$ cat src/clcd4_pkg.sv
// Shared types, codes and constants for the four-bit character LCD sequencer.
package clcd4_pkg;

	// Command codes
	localparam logic [2:0] CMD_INIT   = 3'd0;
	localparam logic [2:0] CMD_CLEAR  = 3'd1;
	localparam logic [2:0] CMD_CURSOR = 3'd2;
	localparam logic [2:0] CMD_DATA   = 3'd3;
	localparam logic [2:0] CMD_INSTR  = 3'd4;
	localparam logic [2:0] CMD_GLYPH  = 3'd5;

	// Fixed instruction bytes
	localparam logic [7:0] BYTE_FUNC_SET = 8'h28;
	localparam logic [7:0] BYTE_DISP_ON  = 8'h0C;
	localparam logic [7:0] BYTE_CLEAR    = 8'h01;
	localparam logic [7:0] BYTE_DDRAM    = 8'h80;
	localparam logic [7:0] BYTE_LINE2    = 8'h40;
	localparam logic [7:0] BYTE_CGRAM    = 8'h40;

	// Reset-sequence nibbles
	localparam logic [3:0] NIB_WAKE  = 4'h3;
	localparam logic [3:0] NIB_4BIT  = 4'h2;
	localparam logic [3:0] NIB_ZERO  = 4'h0;

	// Hold times in microseconds
	localparam logic [17:0] WAIT_EN_HIGH   = 18'd150;
	localparam logic [17:0] WAIT_HIGH_NIB  = 18'd300;
	localparam logic [17:0] WAIT_LOW_NIB   = 18'd2200;
	localparam logic [17:0] WAIT_CLEAR     = 18'd7200;
	localparam logic [17:0] WAIT_POWER_UP  = 18'd150000;
	localparam logic [17:0] WAIT_WAKE_1    = 18'd5200;
	localparam logic [17:0] WAIT_WAKE_2    = 18'd1200;
	localparam logic [17:0] WAIT_EN_LOW    = 18'd200;

	// Which byte the datapath sends
	typedef enum logic [1:0] {
		BSEL_HELD,
		BSEL_FSET,
		BSEL_DISP,
		BSEL_CLEAR
	} bsel_t;

	// Kind of step being generated
	typedef enum logic [1:0] {
		STEP_PWR,
		STEP_INIT,
		STEP_BYTE
	} kind_t;

	// Controller to datapath
	typedef struct packed {
		logic        capture;
		logic        load;
		kind_t       kind;
		logic [1:0]  nib_idx;
		bsel_t       bsel;
		logic        half;
		logic        en_low;
		logic        last;
	} dp_ctl_t;

	// Datapath to controller
	typedef struct packed {
		logic adv;
	} dp_stat_t;

	// DDRAM row offsets for the four-line layout
	function automatic logic [7:0] row_base_4l(input logic [1:0] r);
		logic [7:0] b;
		unique case (r)
			2'd0: b = 8'h00;
			2'd1: b = 8'h40;
			2'd2: b = 8'h14;
			2'd3: b = 8'h54;
			default: b = 8'h00;
		endcase
		return b;
	endfunction

	// Enable-low hold of each reset-sequence nibble
	function automatic logic [17:0] wake_wait(input logic [1:0] idx);
		logic [17:0] w;
		unique case (idx)
			2'd0: w = WAIT_WAKE_1;
			2'd1: w = WAIT_WAKE_2;
			default: w = WAIT_EN_LOW;
		endcase
		return w;
	endfunction

endpackage

$ cat src/clcd4_ctrl.sv
// Sequencer state machine: walks the step order of each command.
module clcd4_ctrl (
	input  logic                clk,
	input  logic                arst_n,
	input  logic                in_valid,
	output logic                in_stall,
	input  logic [2:0]          command,
	input  clcd4_pkg::dp_stat_t stat,
	output clcd4_pkg::dp_ctl_t  ctl
);
	import clcd4_pkg::*;

	typedef enum logic [3:0] {
		ST_IDLE = 4'b0001,
		ST_PWR  = 4'b0010,
		ST_NIB  = 4'b0100,
		ST_BYTE = 4'b1000
	} state_t;

	state_t     state_q;
	logic [1:0] nib_idx_q;
	logic [1:0] byte_idx_q;
	logic       half_q;
	logic       ph_q;
	logic       init_q;
	logic       clr_q;
	logic       final_byte;
	logic       busy;

	assign busy       = (state_q != ST_IDLE);
	assign in_stall   = busy;
	assign final_byte = !init_q || (byte_idx_q == 2'd2);

	always_comb begin
		ctl.capture = !busy && in_valid;
		ctl.load    = busy && stat.adv;
		ctl.nib_idx = nib_idx_q;
		ctl.half    = half_q;
		ctl.en_low  = ph_q;
		ctl.last    = (state_q == ST_BYTE) && half_q && ph_q && final_byte;
		unique case (state_q)
			ST_PWR:  ctl.kind = STEP_PWR;
			ST_NIB:  ctl.kind = STEP_INIT;
			default: ctl.kind = STEP_BYTE;
		endcase
		if (init_q) begin
			unique case (byte_idx_q)
				2'd0:    ctl.bsel = BSEL_FSET;
				2'd1:    ctl.bsel = BSEL_DISP;
				default: ctl.bsel = BSEL_CLEAR;
			endcase
		end else if (clr_q) begin
			ctl.bsel = BSEL_CLEAR;
		end else begin
			ctl.bsel = BSEL_HELD;
		end
	end

	always_ff @(posedge clk or negedge arst_n) begin
		if (!arst_n) begin
			state_q    <= ST_IDLE;
			nib_idx_q  <= 2'd0;
			byte_idx_q <= 2'd0;
			half_q     <= 1'b0;
			ph_q       <= 1'b0;
			init_q     <= 1'b0;
			clr_q      <= 1'b0;
		end else begin
			unique case (state_q)
				ST_IDLE: begin
					nib_idx_q  <= 2'd0;
					byte_idx_q <= 2'd0;
					half_q     <= 1'b0;
					ph_q       <= 1'b0;
					if (in_valid) begin
						init_q <= (command == CMD_INIT);
						clr_q  <= (command == CMD_CLEAR);
						if (command == CMD_INIT) begin
							state_q <= ST_PWR;
						end else if (command <= CMD_GLYPH) begin
							state_q <= ST_BYTE;
						end
					end
				end
				ST_PWR: begin
					if (stat.adv) begin
						state_q <= ST_NIB;
					end
				end
				ST_NIB: begin
					if (stat.adv) begin
						ph_q <= !ph_q;
						if (ph_q) begin
							nib_idx_q <= nib_idx_q + 2'd1;
							if (nib_idx_q == 2'd3) begin
								state_q <= ST_BYTE;
							end
						end
					end
				end
				ST_BYTE: begin
					if (stat.adv) begin
						ph_q <= !ph_q;
						if (ph_q) begin
							half_q <= !half_q;
							if (half_q) begin
								byte_idx_q <= byte_idx_q + 2'd1;
								if (final_byte) begin
									state_q <= ST_IDLE;
								end
							end
						end
					end
				end
				default: state_q <= ST_IDLE;
			endcase
		end
	end

endmodule

$ cat src/clcd4_dp.sv
// Datapath: byte capture, address arithmetic, step fields and output register.
module clcd4_dp (
	input  logic                clk,
	input  logic                arst_n,
	input  logic                cfg_we,
	input  logic                cfg_wdata,
	input  logic [2:0]          command,
	input  logic [7:0]          data_byte,
	input  logic [1:0]          row,
	input  logic [5:0]          column,
	input  logic [2:0]          glyph_slot,
	input  clcd4_pkg::dp_ctl_t  ctl,
	output clcd4_pkg::dp_stat_t stat,
	input  logic                out_stall,
	output logic                out_valid,
	output logic                register_select,
	output logic [3:0]          nibble,
	output logic                enable,
	output logic [17:0]         wait_us,
	output logic                last
);
	import clcd4_pkg::*;

	logic        display_type_q;
	logic [7:0]  byte_q;
	logic        rs_hold_q;
	logic [7:0]  row_base;
	logic [7:0]  byte_next;
	logic [7:0]  cur_byte;
	logic        step_rs;
	logic [3:0]  step_nib;
	logic        step_en;
	logic [17:0] step_wait;
	logic        out_valid_q;
	logic        rs_q;
	logic [3:0]  nib_q;
	logic        en_q;
	logic [17:0] wait_q;
	logic        last_q;

	// Byte captured with the command
	always_comb begin
		if (display_type_q) begin
			row_base = row_base_4l(row);
		end else begin
			row_base = (row == 2'd0) ? 8'h00 : BYTE_LINE2;
		end
		unique case (command)
			CMD_CURSOR: byte_next = BYTE_DDRAM + row_base + {2'b00, column};
			CMD_GLYPH:  byte_next = BYTE_CGRAM | {2'b00, glyph_slot, 3'b000};
			default:    byte_next = data_byte;
		endcase
	end

	always_comb begin
		unique case (ctl.bsel)
			BSEL_FSET:  cur_byte = BYTE_FUNC_SET;
			BSEL_DISP:  cur_byte = BYTE_DISP_ON;
			BSEL_CLEAR: cur_byte = BYTE_CLEAR;
			default:    cur_byte = byte_q;
		endcase
		step_en = !ctl.en_low;
		unique case (ctl.kind)
			STEP_PWR: begin
				step_rs   = 1'b0;
				step_nib  = NIB_ZERO;
				step_en   = 1'b0;
				step_wait = WAIT_POWER_UP;
			end
			STEP_INIT: begin
				step_rs   = 1'b0;
				step_nib  = (ctl.nib_idx == 2'd3) ? NIB_4BIT : NIB_WAKE;
				step_wait = ctl.en_low ? wake_wait(ctl.nib_idx) : WAIT_EN_HIGH;
			end
			default: begin
				step_rs  = (ctl.bsel == BSEL_HELD) ? rs_hold_q : 1'b0;
				step_nib = ctl.half ? cur_byte[3:0] : cur_byte[7:4];
				if (!ctl.en_low) begin
					step_wait = WAIT_EN_HIGH;
				end else if (!ctl.half) begin
					step_wait = WAIT_HIGH_NIB;
				end else if (ctl.bsel == BSEL_CLEAR) begin
					step_wait = WAIT_CLEAR;
				end else begin
					step_wait = WAIT_LOW_NIB;
				end
			end
		endcase
	end

	assign stat.adv = !out_valid_q || !out_stall;

	always_ff @(posedge clk or negedge arst_n) begin
		if (!arst_n) begin
			display_type_q <= 1'b0;
			out_valid_q    <= 1'b0;
		end else begin
			if (cfg_we) begin
				display_type_q <= cfg_wdata;
			end
			if (ctl.load) begin
				out_valid_q <= 1'b1;
			end else if (!out_stall) begin
				out_valid_q <= 1'b0;
			end
		end
	end

	always_ff @(posedge clk) begin
		if (ctl.capture) begin
			byte_q    <= byte_next;
			rs_hold_q <= (command == CMD_DATA);
		end
		if (ctl.load) begin
			rs_q   <= step_rs;
			nib_q  <= step_nib;
			en_q   <= step_en;
			wait_q <= step_wait;
			last_q <= ctl.last;
		end
	end

	assign out_valid       = out_valid_q;
	assign register_select = rs_q;
	assign nibble          = nib_q;
	assign enable          = en_q;
	assign wait_us         = wait_q;
	assign last            = last_q;

endmodule

$ cat src/char_lcd_4bit_interface_sequencer_core.sv
// Top level of the four-bit character LCD sequencer: controller plus datapath.
//
// Each accepted command becomes a run of pin-level steps (RS, D7..D4, E, hold
// time in us, last mark), one step per transfer on the output side. The
// state machine emits at most one step per clock and none while the output
// register holds a stalled step. A run has 21 steps for init (power-up
// wait, four reset nibbles, then function set, display on and a clear) and
// 4 steps for commands 1 to 5. The input is stalled while a run is in
// progress; it reopens the cycle after the last step enters the output
// register, so a new command can be taken while that step still waits.
// Commands 6 and 7 are taken and produce nothing. Output stall simply
// freezes the sequencer. The display_type register (0: 16x2, 1: 20x4
// addressing) may be written only while no run is in progress; it resets
// to 16x2.
module char_lcd_4bit_interface_sequencer_core (
	input  logic        clk,
	input  logic        arst_n,
	// configuration write
	input  logic        cfg_we,
	input  logic        cfg_wdata,
	// command channel
	input  logic        in_valid,
	output logic        in_stall,
	input  logic [2:0]  command,
	input  logic [7:0]  data_byte,
	input  logic [1:0]  row,
	input  logic [5:0]  column,
	input  logic [2:0]  glyph_slot,
	// step channel
	output logic        out_valid,
	input  logic        out_stall,
	output logic        register_select,
	output logic [3:0]  nibble,
	output logic        enable,
	output logic [17:0] wait_us,
	output logic        last
);
	import clcd4_pkg::*;

	dp_ctl_t  ctl;
	dp_stat_t stat;

	// Step order and input handshake
	clcd4_ctrl u_ctrl (
		.clk      (clk),
		.arst_n   (arst_n),
		.in_valid (in_valid),
		.in_stall (in_stall),
		.command  (command),
		.stat     (stat),
		.ctl      (ctl)
	);

	// Byte/address formation and the output register
	clcd4_dp u_dp (
		.clk             (clk),
		.arst_n          (arst_n),
		.cfg_we          (cfg_we),
		.cfg_wdata       (cfg_wdata),
		.command         (command),
		.data_byte       (data_byte),
		.row             (row),
		.column          (column),
		.glyph_slot      (glyph_slot),
		.ctl             (ctl),
		.stat            (stat),
		.out_stall       (out_stall),
		.out_valid       (out_valid),
		.register_select (register_select),
		.nibble          (nibble),
		.enable          (enable),
		.wait_us         (wait_us),
		.last            (last)
	);

	// Every enable strobe is a 150 us high phase
	a_en_wait: assert property (@(posedge clk) disable iff (!arst_n)
		out_valid && enable |-> wait_us == WAIT_EN_HIGH)
		else $error("enable-high step with wrong hold time");

	// A run always ends on an enable-low step
	a_last_low: assert property (@(posedge clk) disable iff (!arst_n)
		out_valid && last |-> !enable)
		else $error("last step has enable high");

	// Init transfer starts a run
	a_init_busy: assert property (@(posedge clk) disable iff (!arst_n)
		in_valid && !in_stall && command == CMD_INIT |=> in_stall)
		else $error("init command did not start a run");

	// Unknown commands leave the input open; an earlier last step may still wait
	a_unknown_idle: assert property (@(posedge clk) disable iff (!arst_n)
		in_valid && !in_stall && command > CMD_GLYPH |=> !in_stall)
		else $error("unknown command started a run");

	// A run in progress with room at the output always issues a step
	a_progress: assert property (@(posedge clk) disable iff (!arst_n)
		in_stall && (!out_valid || !out_stall) |=> out_valid)
		else $error("sequencer stalled with free output");

endmodule
$ cat config.mk
export PLATFORM = sky130hd
export DESIGN_NAME = char_lcd_4bit_interface_sequencer_core
export DESIGN_NICKNAME = d
export VERILOG_FILES = /design/src/clcd4_pkg.sv /design/src/clcd4_ctrl.sv /design/src/clcd4_dp.sv /design/src/char_lcd_4bit_interface_sequencer_core.sv
export SDC_FILE = /design/constraint.sdc
export NUM_CORES = 1
export LEC_CHECK = 0
export ABC_AREA = 1
export CAP_MARGIN = 25
export CORE_MARGIN = 4
export CORE_UTILIZATION = 25
export CTS_CLUSTER_SIZE = 24
export DETAILED_ROUTE_END_ITERATION = 12
export DONT_BUFFER_PORTS = 1
export SKIP_CTS_REPAIR_TIMING = 1
export SLEW_MARGIN = 15
export SYNTH_ARGS = -nofsm -noshare
export SYNTH_HDL_FRONTEND = slang
export SYNTH_SLANG_ARGS = --single-unit
export TNS_END_PERCENT = 30
$ cat constraint.sdc
create_clock -name clk -period 2.2 [get_ports clk]
set_input_delay 0.11 -clock clk [delete_from_list [all_inputs] [get_ports clk]]
set_output_delay 0.11 -clock clk [all_outputs]
set_load 0.01 [all_outputs]
# Word-level counts from Yosys, hierarchy flattened
# Cells that the tools add are included.
# word_totals
word_cells	128
in_bits	28
output_inout_bits	27
reg_bits	48
# op_classes
n_reduce_logical	30
muxes	44
n_bitwise	1
eq_ne	32
add_sub_neg	4
n_lt_le_gt_ge	1
# ops
operator	count
$mux W4	12
$mux W18	2
$pmux W18 S2	1
$pmux W8 S4	1
$mux W13	2
$pmux W13 S2	1
$pmux W8 S3	1
$ne A2 B1 Y1 const B	10
$pmux W2 S2	4
$pmux W4 S4	1
$pmux W8 S2	1
$mux W2	7
$eq A2 B2 Y1 const B	6
$eq A2 B1 Y1 const B	5
$logic_not A2 Y1	5
$reduce_and A10 Y1	1
$add A8 B6 Y8	1
$add A8 B8 Y8 const A	1
$mux W8	1
$pmux W4 S2	1
$mux W7	1
$eq A3 B2 Y1 const B	2
$logic_not A1 Y1	6
$mux W1	6
other kinds (22)	33

# Depth between registers and ports, before layout
# depth
ltp_word	8
ltp_mapped	9
mapped_depth_nobuf	9

# Modules after synthesis
# From an unflattened synthesis, not the netlist that was laid out.
# hier_totals
cells_unflattened	284
area_unflattened_um2	2463.6
# modules_own_cells
module	seq_area_each_um2	n_inst	cells_per_inst	area_each_um2
clcd4_dp	890.9	1	172	1657.8
clcd4_ctrl	301.5	1	112	805.8

# Worst setup path before layout
# No wires, ideal clock.
# synth_timing
kind	register to register
from	reg u_ctrl.state_q[2]
to	reg u_dp.en_q, in the netlist u_dp.enable, enable pin
path_stages_with_launch	5
synth_period_minus_slack_ns	1.900
arrival_time_ns	1.505
setup_slack_ns	0.300
setup_ns	0.395
required_ns	1.805
n_path_buf	0
path_cell_list	dfrtp_1 nor2_2 nand2_2 inv_2 nor2_1
# synth_rtl
item	line	source
from (decl)	clcd4_ctrl.sv:20	state_t state_q;
from (signal assigned)	clcd4_ctrl.sv:61	state_q <= ST_IDLE;
from (signal assigned)	clcd4_ctrl.sv:79	state_q <= ST_PWR;
from (signal assigned)	clcd4_ctrl.sv:81	state_q <= ST_BYTE;
to (signal assigned)	clcd4_dp.sv:117	en_q <= step_en;
to (decl)	clcd4_dp.sv:37	logic en_q;

# Worst setup path in the final report
# layout_timing
from	reg u_ctrl.init_q
to	reg u_dp.wait_q[5], in the netlist u_dp.wait_us[5] (data pin)
# layout_between
elab_chain_len	6
# layout_lines
item	line	source
from (decl)	clcd4_ctrl.sv:25	logic init_q;
from (signal assigned)	clcd4_ctrl.sv:76	init_q <= (command == CMD_INIT);
$mux W2	clcd4_ctrl.sv:46	if (init_q) begin
$eq A2 B2 Y1	clcd4_dp.sv:82	end else if (ctl.bsel == BSEL_CLEAR) begin
$mux W13	clcd4_dp.sv:82	
$mux W18	clcd4_dp.sv:80	end else if (!ctl.half) begin
$mux W18	clcd4_dp.sv:78	if (!ctl.en_low) begin
$pmux W18 S2	clcd4_dp.sv:63	unique case (ctl.kind)
named net u_dp.step_wait[5]	clcd4_dp.sv:33	logic [17:0] step_wait;
to (signal assigned)	clcd4_dp.sv:118	wait_q <= step_wait;
to (decl)	clcd4_dp.sv:38	logic [17:0] wait_q;
# The timed path passes the listed nets, and every way through them passes these cells.
# A chain may end at the register's enable or synchronous reset.

==> impl_metrics.py <==
metrics = {
    "outcome": {
        "status": "finished clean",
    },
    "synthesis": {
        "synth_area_leaders": "edfxtp_1 (35%), dfrtp_1 (14%), nand2_1 (8.4%), ha_1 (7.4%), inv_1 (5.4%)",
        "ys_ff_latch": 42,
        "synthesis.instances": 257,
        "yosys.area.top_type": "edfxtp_1",
        "synth_cell_types": 35,
        "syn_area_per_cell_sq_um": 9.24,
        "ys_seq_area_frac": 0.502,
        "ys_warn_count": 0,
        "syn_area_sq_mm": 0.00237,
        "synth_top_area_frac": 0.354,
    },
    "routing": {
        "wl_microns": 5050,
        "via_count": 1716,
        "first_iter_violations": 37,
        "wire_per_inst_microns": 12.8,
        "ant_nets": 0,
        "drc_errors": 0,
        "via_per_inst": 4.36,
        "first_pass_iters": 4,
    },
    "clock_tree": {
        "tritoncts": "yes",
        "htree_levels": 2,
        "clock_sinks": 42,
        "cts_inserted_buffers": 5,
        "path_clk_slew_ns": 0.08,
        "clockBufferDepth": 2,
        "clk_latency_ns": 0.28,
        "cts_root_buf": "clkbuf_8",
    },
    "critical_path": {
        "arrival_ns": 1.82,
        "crit_family": "simple AND/OR/NAND/NOR gates",
        "end_kind": "flop",
        "slowest_delay_ns": 0.42,
        "start_kind": "flop",
        "path_cells": "nor2_1 -> a21oi_1 -> ha_1 -> o21ai_0 -> inv_1 -> nor2_1 -> nor2_1",
        "crit_type": "reg2reg",
        "critPathMostFrequentCell": "nor2_1",
        "worstPathRequired_ns": 2.24,
        "path_depth": 7,
        "cpMaxStageDelayCell": "dfrtp_1",
        "crit_path_max_fanout": 5,
        "path_buf_inv": 1,
        "rr_worst_depth": 7,
    },
    "placement": {
        "place.port_buffers": 0,
        "post-dp-hpwl_microns": 4050,
        "gp_congestion": 0.815,
        "place_inst": 382,
    },
    "timing": {
        "fin_setup_tns_ns": 0,
        "clock_skew_ns": 0.0116,
        "drv_slew": 0,
        "rsz0062_at_grt": "no",
        "tightestPinTransition_ns": 0.685,
        "relSlewSlack": 0.542,
        "fin_crit_sh": 0.811,
        "fmax_mhz": 561,
        "setup_viol": 0,
        "finalHoldViolCount": 0,
        "period_minus_slack_ns": 1.78,
    },
    "floorplan": {
        "ioPinCount": 55,
        "die_area_sq_mm": 0.0111,
        "die_x_microns": 105,
        "start_util": 0.257,
        "coreArea_sq_mm": 0.00924,
        "die_h_microns": 105,
        "rows": 35,
    },
    "power": {
        "irDropWorstVdd_uv": 374,
        "p_leak_nw": 1.17,
        "p_total_mw": 3.03,
        "p_per_area_mw_per_mm2": 1150,
    },
    "grt": {
        "grt_max_degree": 20,
        "overflow": 0,
        "grt_pass1_wl_microns": 8460,
        "grt_pass1_vias": 1704,
        "grt_usage": 0.0935,
        "antenna_found_initial": 0,
    },
    "job": {
        "cap_violations": 0,
    },
    "final_layout": {
        "drive_gt1_frac": 0.109,
        "final-seq-area_sq_mm": 0.00119,
        "nets": 306,
        "diodes": 0,
        "nFillCells": 979,
        "area_growth_pct": 11.5,
        "final_cells": 394,
        "final_common_cell": "nand2_1",
        "multiInputGateArea_sq_um": 987,
        "final_cell_mix": "nand2_1 (53), inv_1 (34), edfxtp_1 (28)",
    },
    "min_path": {
        "whs_path_depth": 2,
        "hp-class": "in2reg",
    },
}
==> flip-flops by register name, indices dropped and copies added, names as in the netlist, 2 cells and up <==
register           count
u_dp.wait_us          12
u_dp.byte_q            8
u_ctrl.state_q         4
u_dp.nibble            4
u_ctrl.byte_idx_q      2
u_ctrl.nib_idx_q       2
==> per-stage QoR <==
step           hold slack, ns  worst slack, ns  instance area [sq um]   util
3_3_place_gp           -0.185            0.463                   2490  0.270
2_1_floorplan          -0.186            0.300                   2390      -
4_1_cts                -0.500            0.410                   2610  0.282
3_5_place_dp           -0.185            0.416                   2490  0.270
6_report               0.0134            0.416                   2650  0.287
5_1_grt               0.00212            0.200                   2650  0.287
==> logic make-up (layout without fill, tap and decap cells) <==
family / count (synthesis) / after routing / synth area share
compound gates: 47 / 47 / 0.123
fa+ha+maj: 14 / 14 / 0.0738
buf+inv: 46 / 50 / 0.0880
flops: 42 / 42 / 0.502
other cells: 1 / 5 / 0.00158
simple gates: 107 / 107 / 0.211
==> worst reg2reg max path, delay by kind of cell (launching register included) <==
kind | cells | cell delay, ns
buffers and inverters | 1 | 0.06
AND/OR/NAND/NOR | 3 | 0.50
flip-flops | 1 | 0.42
AO/OA/AOI/OAI | 2 | 0.29
adder cells (fa/ha/maj) | 1 | 0.27
==> metal layers <==
| layer | track usage | routed length [microns] | vias to the layer above |
|---|---|---|---|
| met2 | 0.143 | 2260 | 58 |
| met1 | 0.121 | 2340 | 796 |
| met3 | 0.0416 | 441 | 2 |
| li1 | - | - | 860 |
| met5 | 0 | 0 | - |
| met4 | 0.0234 | 19 | 0 |
==> Yosys cell counts <==
library cell,n
a211oi_1,2
nand3_2,1
o211ai_1,2
nor3_1,3
o311ai_0,1
a21oi_2,1
nand2_1,53
a22o_1,4
nand2_4,2
ha_1,14
inv_2,2
o21ai_2,1
buf_2,2
nor2_2,4
conb_1,1
inv_1,34
o22ai_1,1
o21ai_1,4
a21oi_1,11
o21ai_0,12
nor2_4,3
nor3_2,1
dfstp_2,1
buf_4,7
edfxtp_1,28
nand4_1,1
buf_6,1
nand3_1,18
o21bai_1,2
o31ai_1,4
a21o_1,1
dfrtp_1,13
a22oi_1,1
nor2_1,17
nand2_2,4
==> final timing paths <==
check                                     start                   end  slack (ns)
min reg2reg                u_ctrl.byte_idx_q[1]  u_ctrl.byte_idx_q[1]        0.54
max in group asynchronous                arst_n     u_ctrl.state_q[3]        1.45
min in group asynchronous                arst_n         u_ctrl.half_q        0.30
max                               u_ctrl.init_q       u_dp.wait_us[5]        0.42
max reg2reg                       u_ctrl.init_q       u_dp.wait_us[5]        0.42
min                                data_byte[3]        u_dp.byte_q[3]        0.01
==> where the power goes <==
part	internal, mW	switching, mW
logic	0.312	0.680
registers	1.20	0.228
clock network	0.370	0.248
total	1.88	1.16
==> area by class of cell <==
cell class                      count  share of cell area
Clock buffer                        7              0.0326
Clock inverter                      1              0.0113
Inverter                           36              0.0510
Multi-Input combinational cell    173               0.373
Sequential cell                    42               0.450
Tap cell                          129              0.0610
Timing Repair Buffer                6              0.0208
Note: power is estimated with default switching activity, not from simulation.
